`src/fbpd_pkg.sv`:
```
// Package for the FSR baseline pressure detector.
// Shared constants, item kinds, register addresses and the sequencer states.
// No dependencies.
package fbpd_pkg;

    // Default parameter values
    localparam int SLOTS_DEF       = 8;
    localparam int SAMPLE_BITS_DEF = 10;

    // Fixed field widths
    localparam int SLOT_W   = 3;
    localparam int FUNC_W   = 2;
    localparam int NOISE_W  = 10;
    localparam int WINMS_W  = 16;
    localparam int COUNT_W  = 16;
    localparam int APB_AW   = 3;
    localparam int APB_DW   = 32;

    // Register reset values
    localparam logic [NOISE_W-1:0] NOISE_RST = 10'd40;
    localparam logic [WINMS_W-1:0] WINMS_RST = 16'd250;

    // Saturation limits
    localparam logic [COUNT_W-1:0] COUNT_MAX   = 16'hFFFF;
    localparam logic [WINMS_W-1:0] ELAPSED_MAX = 16'hFFFF;

    // Item kinds
    typedef enum logic [FUNC_W-1:0] {
        FUNC_SAMPLE = 2'd0,
        FUNC_TICK   = 2'd1,
        FUNC_CLEAR  = 2'd2
    } func_t;

    // Register select (paddr bit 2)
    localparam logic REG_NOISE = 1'b0;
    localparam logic REG_WINMS = 1'b1;

    // Sequencer states
    typedef enum logic [1:0] {
        ST_IDLE,
        ST_PRESS,
        ST_EMIT,
        ST_DIV
    } state_t;

endpackage

```
`src/fsr_baseline_pressure_detector.sv`:
```
// FSR baseline pressure detector: per-slot rest baseline, serial pressure
// subtractor and bit-serial window divider. Depends on fbpd_pkg.
//
// Usage:
//   Input channel (in_valid/in_stall) carries func, slot, sample. A sample
//   item gives one result on the output channel (out_valid/out_stall) with
//   out_slot, pressure and calibrating. Tick, clear and unused kinds give no
//   result. Thresholds and window length are set over the APB port
//   (0x0 noise_threshold, 0x4 calibration_window_ms); pready is always high.
// Timing:
//   A sample runs through a one-bit serial subtract/compare unit, one bit
//   per cycle over max(SAMPLE_BITS,10) bits; the result is then loaded into
//   the output register from ST_EMIT, and the sequencer returns to idle
//   and takes the next item only once that load has happened.
//   A tick that closes a window runs a restoring divider, one quotient bit per
//   cycle over SAMPLE_BITS+16 bits; the input stalls until it finishes.
//   Other ticks, clear and unused kinds leave the sequencer idle, ready for the next item.
// Reset clears all calibration, the window and the output valid flag; the
// registers return to 40 and 250. While the receiver stalls, a finished result
// holds in the output register; the block keeps taking ticks and clears, and a
// following sample waits at the end of its serial pass until the register frees.
module fsr_baseline_pressure_detector #(
    parameter int SLOTS       = fbpd_pkg::SLOTS_DEF,
    parameter int SAMPLE_BITS = fbpd_pkg::SAMPLE_BITS_DEF
) (
    input  logic                        clk,
    input  logic                        rst_n,
    // input channel
    input  logic                        in_valid,
    output logic                        in_stall,
    input  logic [fbpd_pkg::FUNC_W-1:0] func,
    input  logic [fbpd_pkg::SLOT_W-1:0] slot,
    input  logic [SAMPLE_BITS-1:0]      sample,
    // output channel
    output logic                        out_valid,
    input  logic                        out_stall,
    output logic [fbpd_pkg::SLOT_W-1:0] out_slot,
    output logic [SAMPLE_BITS-1:0]      pressure,
    output logic                        calibrating,
    // configuration
    input  logic                        psel,
    input  logic                        penable,
    input  logic                        pwrite,
    input  logic [fbpd_pkg::APB_AW-1:0] paddr,
    input  logic [fbpd_pkg::APB_DW-1:0] pwdata,
    output logic [fbpd_pkg::APB_DW-1:0] prdata,
    output logic                        pready
);

    localparam int SUM_W    = SAMPLE_BITS + fbpd_pkg::COUNT_W;
    localparam int CMP_W    = (SAMPLE_BITS > fbpd_pkg::NOISE_W) ? SAMPLE_BITS
                                                                : fbpd_pkg::NOISE_W;
    localparam int CNT_W    = $clog2(SUM_W + 1);
    localparam int IDX_W    = (SLOTS > 1) ? $clog2(SLOTS) : 1;
    localparam int COUNT_W  = fbpd_pkg::COUNT_W;
    localparam int WINMS_W  = fbpd_pkg::WINMS_W;
    localparam int NOISE_W  = fbpd_pkg::NOISE_W;
    localparam int SLOT_W   = fbpd_pkg::SLOT_W;

    localparam logic [CNT_W-1:0] PRESS_LAST = CNT_W'(CMP_W - 1);
    localparam logic [CNT_W-1:0] DIV_LAST   = CNT_W'(SUM_W - 1);

    // ---------------------------------------------------------------
    // Configuration registers
    // ---------------------------------------------------------------
    logic [NOISE_W-1:0] noise_reg;
    logic [WINMS_W-1:0] winms_reg;
    logic               cfg_wr;

    assign cfg_wr = psel && penable && pwrite;
    assign pready = 1'b1;

    always_ff @(posedge clk or negedge rst_n)
    begin
        if (!rst_n)
        begin
            noise_reg <= fbpd_pkg::NOISE_RST;
            winms_reg <= fbpd_pkg::WINMS_RST;
        end
        else if (cfg_wr)
        begin
            if (paddr[2] == fbpd_pkg::REG_NOISE)
                noise_reg <= pwdata[NOISE_W-1:0];
            else
                winms_reg <= pwdata[WINMS_W-1:0];
        end
    end

    always_comb
    begin
        if (paddr[2] == fbpd_pkg::REG_NOISE)
            prdata = fbpd_pkg::APB_DW'(noise_reg);
        else
            prdata = fbpd_pkg::APB_DW'(winms_reg);
    end

    // ---------------------------------------------------------------
    // Declarations
    // ---------------------------------------------------------------
    fbpd_pkg::state_t state_reg, state_next;

    logic [SAMPLE_BITS-1:0] base_mem_reg [SLOTS];
    logic [SLOTS-1:0]       cal_flags_reg;

    logic                   win_active_reg;
    logic [SLOT_W-1:0]      win_slot_reg;
    logic [SUM_W-1:0]       win_sum_reg;     // also the dividend/quotient shifter
    logic [COUNT_W-1:0]     win_count_reg;
    logic [WINMS_W-1:0]     win_elapsed_reg;
    logic [COUNT_W-1:0]     rem_reg;

    logic [CNT_W-1:0]       cnt_reg;

    // serial pressure unit
    logic [CMP_W-1:0]       a_reg;           // baseline
    logic [CMP_W-1:0]       b_reg;           // sample
    logic [CMP_W-1:0]       t_reg;           // noise threshold
    logic [CMP_W-1:0]       d_reg;           // difference, shifted in at the MSB, LSB first
    logic                   br1_reg;         // borrow of baseline - sample
    logic                   br2_reg;         // borrow of difference - threshold
    logic                   zero_reg;        // force pressure zero
    logic                   res_cal_reg;
    logic [SLOT_W-1:0]      res_slot_reg;

    // output register
    logic                   out_valid_reg;
    logic [SLOT_W-1:0]      out_slot_reg;
    logic [SAMPLE_BITS-1:0] pressure_reg;
    logic                   calibrating_reg;

    logic                   in_acc;
    logic                   out_free;
    logic                   emit_load;
    logic                   press_last;
    logic                   div_last;
    logic                   is_sample;
    logic                   is_tick;
    logic                   is_clear;
    logic                   slot_ok;
    logic [IDX_W-1:0]       in_idx;
    logic [IDX_W-1:0]       win_idx;
    logic                   in_cal;
    logic [WINMS_W-1:0]     elapsed_inc;
    logic                   win_close;
    logic                   div_start;

    // serial bit logic
    logic                   s_diff1;
    logic                   s_br1;
    logic                   s_br2;

    // divider step
    logic [COUNT_W:0]       div_trial;
    logic                   div_ge;
    logic [COUNT_W-1:0]     div_rem;

    // ---------------------------------------------------------------
    // Item decode
    // ---------------------------------------------------------------
    assign in_acc    = in_valid && !in_stall;
    assign is_sample = (func == fbpd_pkg::FUNC_SAMPLE);
    assign is_tick   = (func == fbpd_pkg::FUNC_TICK);
    assign is_clear  = (func == fbpd_pkg::FUNC_CLEAR);
    assign slot_ok   = (32'(slot) < 32'(SLOTS));
    assign in_idx    = IDX_W'(slot);
    assign win_idx   = IDX_W'(win_slot_reg);
    assign in_cal    = slot_ok && cal_flags_reg[in_idx];

    // Tick handling: saturating elapsed count and window close
    assign elapsed_inc = (win_elapsed_reg == fbpd_pkg::ELAPSED_MAX) ? win_elapsed_reg
                                                                   : win_elapsed_reg + 1'b1;
    assign win_close   = win_active_reg && (elapsed_inc >= winms_reg);
    assign div_start   = in_acc && is_tick && win_close;

    assign press_last = (cnt_reg == PRESS_LAST);
    assign div_last   = (cnt_reg == DIV_LAST);
    assign out_free   = !out_valid_reg || !out_stall;

    // ---------------------------------------------------------------
    // Sequencer: next state
    // ---------------------------------------------------------------
    always_comb
    begin
        state_next = state_reg;
        unique case (state_reg)
            fbpd_pkg::ST_IDLE:
            begin
                if (in_acc && is_sample)
                    state_next = fbpd_pkg::ST_PRESS;
                else if (div_start)
                    state_next = fbpd_pkg::ST_DIV;
            end
            fbpd_pkg::ST_PRESS:
            begin
                if (press_last)
                    state_next = fbpd_pkg::ST_EMIT;
            end
            fbpd_pkg::ST_EMIT:
            begin
                if (out_free)
                    state_next = fbpd_pkg::ST_IDLE;
            end
            fbpd_pkg::ST_DIV:
            begin
                if (div_last)
                    state_next = fbpd_pkg::ST_IDLE;
            end
            default: state_next = fbpd_pkg::ST_IDLE;
        endcase
    end

    // Sequencer: outputs
    always_comb
    begin
        in_stall  = 1'b1;
        emit_load = 1'b0;
        unique case (state_reg)
            fbpd_pkg::ST_IDLE:  in_stall = 1'b0;
            fbpd_pkg::ST_PRESS: in_stall = 1'b1;
            fbpd_pkg::ST_EMIT:  emit_load = out_free;
            fbpd_pkg::ST_DIV:   in_stall = 1'b1;
            default:            in_stall = 1'b1;
        endcase
    end

    always_ff @(posedge clk or negedge rst_n)
    begin
        if (!rst_n)
            state_reg <= fbpd_pkg::ST_IDLE;
        else
            state_reg <= state_next;
    end

    // ---------------------------------------------------------------
    // Step counter for serial pressure and divider
    // ---------------------------------------------------------------
    always_ff @(posedge clk or negedge rst_n)
    begin
        if (!rst_n)
            cnt_reg <= '0;
        else if (state_reg == fbpd_pkg::ST_IDLE)
            cnt_reg <= '0;
        else if (state_reg == fbpd_pkg::ST_PRESS || state_reg == fbpd_pkg::ST_DIV)
            cnt_reg <= cnt_reg + 1'b1;
    end

    // ---------------------------------------------------------------
    // Divider step: one quotient bit per cycle
    // ---------------------------------------------------------------
    assign div_trial = {rem_reg, win_sum_reg[SUM_W-1]};
    assign div_ge    = (div_trial >= {1'b0, win_count_reg});
    always_comb
    begin
        if (div_ge)
            div_rem = COUNT_W'(div_trial - {1'b0, win_count_reg});
        else
            div_rem = div_trial[COUNT_W-1:0];
    end

    // ---------------------------------------------------------------
    // Window state and calibration flags
    // ---------------------------------------------------------------
    always_ff @(posedge clk or negedge rst_n)
    begin
        if (!rst_n)
        begin
            win_active_reg  <= 1'b0;
            win_slot_reg    <= '0;
            win_sum_reg     <= '0;
            win_count_reg   <= '0;
            win_elapsed_reg <= '0;
            cal_flags_reg   <= '0;
            rem_reg         <= '0;
        end
        else if (state_reg == fbpd_pkg::ST_DIV)
        begin
            if (div_last)
            begin
                cal_flags_reg[win_idx] <= 1'b1;
                win_active_reg         <= 1'b0;
                win_sum_reg            <= '0;
                win_count_reg          <= '0;
                win_elapsed_reg        <= '0;
            end
            else
            begin
                win_sum_reg <= {win_sum_reg[SUM_W-2:0], div_ge};
                rem_reg     <= div_rem;
            end
        end
        else if (in_acc)
        begin
            if (is_clear)
            begin
                cal_flags_reg   <= '0;
                win_active_reg  <= 1'b0;
                win_slot_reg    <= '0;
                win_sum_reg     <= '0;
                win_count_reg   <= '0;
                win_elapsed_reg <= '0;
            end
            else if (is_tick && win_active_reg)
            begin
                win_elapsed_reg <= elapsed_inc;
                rem_reg         <= '0;
            end
            else if (is_sample && slot_ok && !in_cal)
            begin
                if (!win_active_reg)
                begin
                    win_active_reg  <= 1'b1;
                    win_slot_reg    <= slot;
                    win_sum_reg     <= SUM_W'(sample);
                    win_count_reg   <= COUNT_W'(1);
                    win_elapsed_reg <= '0;
                end
                else if (win_slot_reg == slot && win_count_reg != fbpd_pkg::COUNT_MAX)
                begin
                    win_sum_reg   <= win_sum_reg + SUM_W'(sample);
                    win_count_reg <= win_count_reg + 1'b1;
                end
            end
        end
    end

    // Baseline store: written at the end of a division
    always_ff @(posedge clk)
    begin
        if (state_reg == fbpd_pkg::ST_DIV && div_last)
            base_mem_reg[win_idx] <= {win_sum_reg[SAMPLE_BITS-2:0], div_ge};
    end

    // ---------------------------------------------------------------
    // Serial subtract and threshold compare, LSB first
    // ---------------------------------------------------------------
    assign s_diff1 = a_reg[0] ^ b_reg[0] ^ br1_reg;
    assign s_br1   = (!a_reg[0] && b_reg[0]) || (!(a_reg[0] ^ b_reg[0]) && br1_reg);
    assign s_br2   = (!s_diff1 && t_reg[0]) || (!(s_diff1 ^ t_reg[0]) && br2_reg);

    always_ff @(posedge clk)
    begin
        if (state_reg == fbpd_pkg::ST_IDLE && in_acc && is_sample)
        begin
            a_reg        <= in_cal ? CMP_W'(base_mem_reg[in_idx]) : '0;
            b_reg        <= CMP_W'(sample);
            t_reg        <= CMP_W'(noise_reg);
            br1_reg      <= 1'b0;
            br2_reg      <= 1'b0;
            zero_reg     <= !in_cal;
            res_cal_reg  <= slot_ok && !in_cal;
            res_slot_reg <= slot;
        end
        else if (state_reg == fbpd_pkg::ST_PRESS)
        begin
            a_reg   <= a_reg >> 1;
            b_reg   <= b_reg >> 1;
            t_reg   <= t_reg >> 1;
            d_reg   <= {s_diff1, d_reg[CMP_W-1:1]};
            br1_reg <= s_br1;
            br2_reg <= s_br2;
        end
    end

    // ---------------------------------------------------------------
    // Output register
    // ---------------------------------------------------------------
    always_ff @(posedge clk or negedge rst_n)
    begin
        if (!rst_n)
            out_valid_reg <= 1'b0;
        else if (emit_load)
            out_valid_reg <= 1'b1;
        else if (!out_stall)
            out_valid_reg <= 1'b0;
    end

    always_ff @(posedge clk)
    begin
        if (emit_load)
        begin
            out_slot_reg    <= res_slot_reg;
            calibrating_reg <= res_cal_reg;
            if (zero_reg || br1_reg || br2_reg)
                pressure_reg <= '0;
            else
                pressure_reg <= d_reg[SAMPLE_BITS-1:0];
        end
    end

    assign out_valid   = out_valid_reg;
    assign out_slot    = out_slot_reg;
    assign pressure    = pressure_reg;
    assign calibrating = calibrating_reg;

    // ---------------------------------------------------------------
    // Assertions
    // ---------------------------------------------------------------
    // divisor is never zero while dividing
    a_div_count_nz: assert property (@(posedge clk) disable iff (!rst_n)
        state_reg == fbpd_pkg::ST_DIV |-> win_count_reg != '0)
        else $error("divider running with zero count");

    // partial remainder stays below the divisor
    a_div_rem_lt: assert property (@(posedge clk) disable iff (!rst_n)
        state_reg == fbpd_pkg::ST_DIV |-> rem_reg < win_count_reg)
        else $error("divider remainder out of range");

    // a finished division closes the window
    a_div_closes: assert property (@(posedge clk) disable iff (!rst_n)
        (state_reg == fbpd_pkg::ST_DIV && div_last) |=> !win_active_reg)
        else $error("window still open after division");

    // open window always belongs to an existing slot
    a_win_slot_ok: assert property (@(posedge clk) disable iff (!rst_n)
        win_active_reg |-> 32'(win_slot_reg) < 32'(SLOTS))
        else $error("window slot out of range");

    // an uncalibrated result never carries pressure
    a_cal_zero: assert property (@(posedge clk) disable iff (!rst_n)
        (out_valid_reg && calibrating_reg) |-> pressure_reg == '0)
        else $error("pressure reported while calibrating");

endmodule

```
`config.mk`:
```
export PLATFORM = sky130hd
export DESIGN_NAME = fsr_baseline_pressure_detector
export DESIGN_NICKNAME = d
export VERILOG_FILES = /design/src/fbpd_pkg.sv /design/src/fsr_baseline_pressure_detector.sv
export SDC_FILE = /design/constraint.sdc
export NUM_CORES = 1
export LEC_CHECK = 0
export ABC_CLOCK_PERIOD_IN_PS = 3300
export BUFFER_PORTS_ARGS = -buffer_cell sky130_fd_sc_hd__buf_2
export CORE_MARGIN = 3
export CORE_UTILIZATION = 57
export CTS_BUF_LIST = sky130_fd_sc_hd__clkbuf_4
export DETAILED_ROUTE_END_ITERATION = 8
export PLACE_DENSITY = 0.82
export SLEW_MARGIN = 5
export SYNTH_ARGS = -nofsm -noshare
export SYNTH_HDL_FRONTEND = slang
export SYNTH_SLANG_ARGS = --single-unit
```
`constraint.sdc`:
```
create_clock -name clk -period 3.3 [get_ports clk]
set_clock_uncertainty 0.15 [all_clocks]
set_input_delay 0.165 -clock clk [delete_from_list [all_inputs] [get_ports clk]]
set_output_delay 0.165 -clock clk [all_outputs]
set_load 0.02 [all_outputs]
```
# Word level (Yosys, flattened, before mapping)
# Memory sizes are Yosys's and may differ from the RTL's.
# Index checks and enable logic that the tools add are counted.
[word_totals] register_bits=180 word_cells=184 out_inout_bits=49 memories=1 ram_bits=80
[mem_list] memory="base_mem_reg" words=8 word_bits=10 rd=1 rd_clocked_by_memory_dff=0 write_ports=1 line_no="fsr_baseline_pressure_detector.sv:102" source="logic [SAMPLE_BITS-1:0] base_mem_reg [SLOTS];"
[classes] reduce_logical=52 n_eq_ne=22 n_lt_le_gt_ge=5 addsub=5 n_mux=69 bitwise=7
[op_table] cell="16-bit 2-to-1 mux" count=22
[op_table] cell="26-bit 2-to-1 mux" count=8
[op_table] cell="10-bit 2-to-1 mux" count=7
[op_table] cell="16-bit by 1-bit adder with 16-bit output, second input constant" count=2
[op_table] cell="8-bit 2-to-1 mux" count=4
[op_table] cell="26-bit by 10-bit adder with 26-bit output" count=1
[op_table] cell="4-bit AND reduction" count=5
[op_table] cell="1-bit logical AND" count=18
[op_table] cell="17-bit by 16-bit greater-or-equal comparator with 1-bit output" count=1
[op_table] cell="16-bit equality test, second input constant" count=1
[op_table] cell="16-bit greater-or-equal comparator" count=1
[op_table] cell="16-bit inequality test, second input constant" count=1
[op_table] cell="16-bit subtractor" count=1
[op_table] cell="1-bit 2-to-1 mux" count=14
[op_table] cell="3-bit 2-to-1 mux" count=4
[op_table] cell="2-bit nonzero test" count=6
[op_table] cell="2-bit 2-to-1 mux" count=5
[op_table] cell="5-bit 2-to-1 mux" count=2
[op_table] cell="2-bit inequality test, second input constant" count=5
[op_table] cell="5-bit AND reduction" count=2
[op_table] cell="3-bit by 4-bit less-than comparator with 1-bit output, second input constant" count=2
[op_table] cell="4-bit by 1-bit inequality test with 1-bit output, second input constant" count=2
[op_table] cell="8-bit OR" count=1
[op_table] cell="2-bit case mux with 4 select lines" count=1
[op_table] cell="20 further kinds" count=44

# Longest topological paths before layout
[logic_depth] depth_word=9 depth_mapped=14 depth_no_buf=14

# Worst setup path before layout
# Ideal clock, no wire load.
[synth_timing] kind="reg-to-reg" startpoint="reg win_elapsed_reg[4]" endpoint="reg state_reg[1]" path_buffers=1 synth_period_minus_slack_ns=3.178 path_stages_with_launch=15 setup_time_ns=0.128 arrival_time_ns=2.899 slack_ns=0.122 path_cell_list="dfrtp_1 -> clkbuf_1 -> nand3_1 -> or4_1 -> nor3_2 -> nor2_1 -> xor2_1 -> ha_1 -> a21o_1 -> a21o_1 -> a21o_1 -> a21oi_1 -> o21ai_0 -> nor4_1 -> nor3_1"
[synth_via] elab_chain_len=7
[synth_rtl] element="start: declaration" line_no="fsr_baseline_pressure_detector.sv:109" source="logic [WINMS_W-1:0] win_elapsed_reg;"
[synth_rtl] element="start signal: assignment" line_no="fsr_baseline_pressure_detector.sv:304" source="win_elapsed_reg <= elapsed_inc;"
[synth_rtl] element="16-bit by 1-bit adder with 16-bit output / 16-bit equality test (equally long branches)" line_no="fsr_baseline_pressure_detector.sv:171, fsr_baseline_pressure_detector.sv:170"
[synth_rtl] element="16-bit 2-to-1 mux (*)" line_no="fsr_baseline_pressure_detector.sv:170" source="assign elapsed_inc = (win_elapsed_reg == fbpd_pkg::ELAPSED_MAX) ? win_elapsed_reg"
[synth_rtl] element="16-bit greater-or-equal comparator (*)" line_no="fsr_baseline_pressure_detector.sv:172" source="assign win_close = win_active_reg && (elapsed_inc >= winms_reg);"
[synth_rtl] element="1-bit logical AND (*)" line_no="fsr_baseline_pressure_detector.sv:172"
[synth_rtl] element="1-bit logical AND (*)" line_no="fsr_baseline_pressure_detector.sv:173" source="assign div_start = in_acc && is_tick && win_close;"
[synth_rtl] element="3-bit by 2-bit inequality test with 1-bit output (no line) (*)"
[synth_rtl] element="4-bit AND reduction (no line) (*)"
[synth_rtl] element="end signal: assignment" line_no="fsr_baseline_pressure_detector.sv:229" source="state_reg <= fbpd_pkg::ST_IDLE;"
[synth_rtl] element="end signal: assignment" line_no="fsr_baseline_pressure_detector.sv:231" source="state_reg <= state_next;"
[synth_rtl] element="end: declaration" line_no="fsr_baseline_pressure_detector.sv:100" source="fbpd_pkg::state_t state_reg, state_next;"
# Mark *: on every way between the ends. The rest lies on a longest branch, timed or not.
# A chain may end at the register's enable or synchronous reset.

# Worst setup path in the final report
[layout_timing] startpoint="reg win_elapsed_reg[8]" endpoint="reg state_reg[0]"
# Same word-level chain as after synthesis.

==> summary.txt <==
Status = finished clean
Worst R2R Setup Slack = 0.01 ns
HP Class = input port to register
Cell mode on critical path = a21o_1
Initial Util = 58.87%
Final core utilization = 69.10%
Most frequent cells in the layout = edfxtp_1 (138), nand2_1 (134), dfrtp_1 (112)
WS Path Type = register to register
Antenna-violating nets left = 0
Critical path fanouts, max = 4
Total of max-cap violations = 0
GR Util All Layers = 25.75%
Share of cells above drive strength 1 = 23.14%
Synth area leader = edfxtp_1
Setup-failing EPs final = 0
CTS tree = built
CP Capture Type = register
Drt first-iter violations = 906
Area growth syn-to-layout = 17.37%
CTS clk-pin slew, worst paths = 0.07 ns
Worst path cell trace = nand3_2 > buf_4 > nor3_1 > a21oi_2 > nand2_1 > xnor2_2 > ha_1 > a21o_1 > a21o_1 > a21o_1 > a21oi_1 > o21ai_0 > a21oi_1 > o21ai_0
Vias in the first global route = 10514
Rows = 55
Final worst path period share = 99.64%
Startpoint types = register
Worst r2r path cells = 14
Num CTS Buffers = 69
Detail Placement HPWL = 20.68 mm
IO buf count = 70
Main flop type after synthesis = edfxtp_1
Die H = 159.8 um
Max Root-Sink Buffers = 3
Placed inst area = 14350 um2
Worst reg2reg path endpoint = state_reg[0]
EDFF count, synth = 138
Worst path required time = 3.67 ns
Final net count = 1502
Least-Margin Pin Slew = 1.258 ns
Pre-Repair DR Iteration Count = 8
Later-pin clock latency in the skew report = 0.71 ns
Slew Viols, Final = 0
Die X = 159.8 um
Commonest non-fill, non-tap cell in the layout = edfxtp_1
Hold path start = pwdata[1]
Post-layout min period = 3.288 ns
Synth warn = 0
Post-synth top area share = 30.72%
Register area share after synthesis = 53.35%
CTS HTree Levels = 3
Synthesized flop and latch total = 260
Total number of vias = 10550
Max stage delay cell, worst path = dfrtp_1
Lkg Pwr = 6.655 nW
# DRC = 0
Fin. Hold Viols = 0
Worst rel slew slack = 15.57%
Crit Reg-Reg Startpoint = win_elapsed_reg[8]
VDD IR-drop max = 0.5733 mV
Hold Crit Depth = 3
Arr. time, crit path = 3.66 ns
GRT overflow = 0
Largest cells by area after synthesis = edfxtp_1 (31%), dfrtp_1 (21%), ha_1 (4.4%)
IO Pins = 106
Drt total wl = 33.35 mm
Mapped cell area = 13490 um2
Avg Cell Area, Syn = 11.10 um2
Mapped Cells = 1215
FMAX = 304.1 MHz
Final std cell area, no fill = 15830 um2
WHS Endpoint = winms_reg[1]
Setup WS pre-CTS = 0.06372 ns
Setup TNS = 0 ns
Pin count of the biggest net entering global routing = 49
Via density = 5.988
RSZ-0062 raised after global routing = true
Max incr delay on CP = 0.40 ns
GP Congestion = 0.9193
Hold_ws = 0.08216 ns
Core area = 22920 um2
Total Die Area = 25550 um2
Root buf cell = clkbuf_4
Max reg flops = 80
Power density cells = 760.8 nW/um2
Clk sinks = 260
DR WL/cell = 18.93 um
Antenna violations before repair = 1
Yosys cell types = 81
PnR worst setup slack = 0.01175 ns
Share of async-settable or async-resettable flops after synthesis = 46.15%
First-pass GRT wire length = 53.66 mm
-- cells in the mapped netlist, types with 3 or more instances --
master / instances
edfxtp_1: 138
nand2_1: 135
dfrtp_1: 112
nor2_1: 80
a21oi_1: 74
o21ai_0: 63
inv_1: 52
ha_1: 47
nand3_1: 47
mux2_2: 40
clkbuf_1: 38
and2_1: 24
mux4_2: 22
nand4_1: 21
nor3_1: 21
xnor2_1: 20
buf_4: 18
o31ai_1: 18
a21o_1: 15
mux2i_1: 15
nand2b_1: 14
xor2_1: 14
buf_2: 13
a31oi_1: 12
o21ai_1: 12
o311ai_0: 11
a22o_1: 9
and3_1: 9
a211oi_1: 8
dfstp_2: 8
a32oi_1: 7
o21a_1: 7
nor2b_1: 5
nor4_1: 5
or3_1: 5
o211ai_1: 4
o2bb2ai_1: 4
or2_2: 4
a221o_1: 3
a221oi_1: 3
a222oi_1: 3
a22oi_1: 3
a41oi_1: 3
buf_1: 3
fa_1: 3
-- logic make-up after synthesis --
group | synth area share [%]
compound gates | 13.47
other cells | 0.05567
flops | 53.35
mux | 8.292
simple gates | 13.64
buf+inv | 4.183
fa+ha+maj | 4.804
xor+xnor | 2.207
-- layout make-up --
class	instances	area, um2
diodes	1	2.502
clock buffers	102	765.7
clock inverters	22	178.9
fillers	1553	7082
inverters	53	198.9
multi-input cells	844	5866
flip-flops and latches	260	7197
well taps	313	391.6
repair buffers	167	1234
-- metal layers --
metal / GRT usage, % / routed length [um] / up-vias
met5: 0 / 0 / -
met1: 32.40 / 13140 / 5082
li1: - / - / 4874
met4: 11.36 / 1259 / 0
met3: 5.888 / 2541 / 108
met2: 42.97 / 16410 / 486
-- worst max-delay path, delay by kind of cell (launching register included) --
| family | cells | cell delay, ns |
|---|---|---|
| AO/OA/AOI/OAI | 8 | 1.31 |
| AND/OR/NAND/NOR | 3 | 0.63 |
| flip-flops | 1 | 0.40 |
| adder cells (fa/ha/maj) | 1 | 0.29 |
| buffers and inverters | 1 | 0.17 |
| XOR/XNOR | 1 | 0.16 |
-- worst max-delay path by stage --
stage / from / endpoint / slack [ns] / cells past startpoint
after floorplan: win_elapsed_reg[4] / state_reg[1] / 0.12 / 14
after global placement: win_elapsed_reg[8] / state_reg[1] / 0.10 / 13
after detailed placement: win_elapsed_reg[8] / state_reg[1] / 0.06 / 13
after CTS: win_elapsed_reg[1] / state_reg[1] / 0.02 / 14
after global routing: win_elapsed_reg[4] / state_reg[1] / -0.06 / 14
final: win_elapsed_reg[8] / state_reg[0] / 0.01 / 14
-- metrics by stage --
step | total power, mW | instances
6_report | 12.05 | 1762
5_1_grt | 12.78 | 1762
3_3_place_gp | 8.606 | 1591
3_5_place_dp | 8.784 | 1591
2_1_floorplan | 7.782 | 1230
4_1_cts | 11.96 | 1759
-- repair_timing --
item | in CTS | in global routing
hold buffers | 44 | 0
setup buffers | 0 | 2
gates resized for setup | 0 | 17
hold endpoints to repair | 192 | 0
endpoints found under the setup margin | 0 | 7
-- report_power, final --
group	leakage, nW	switching, mW	internal, mW
Sequential	2.86	0.629	4.36
Clock	0.557	1.39	1.67
Combinational	3.24	2.38	1.62
Total	6.65	4.40	7.65
No activity file was read; power rests on OpenSTA's default activity.
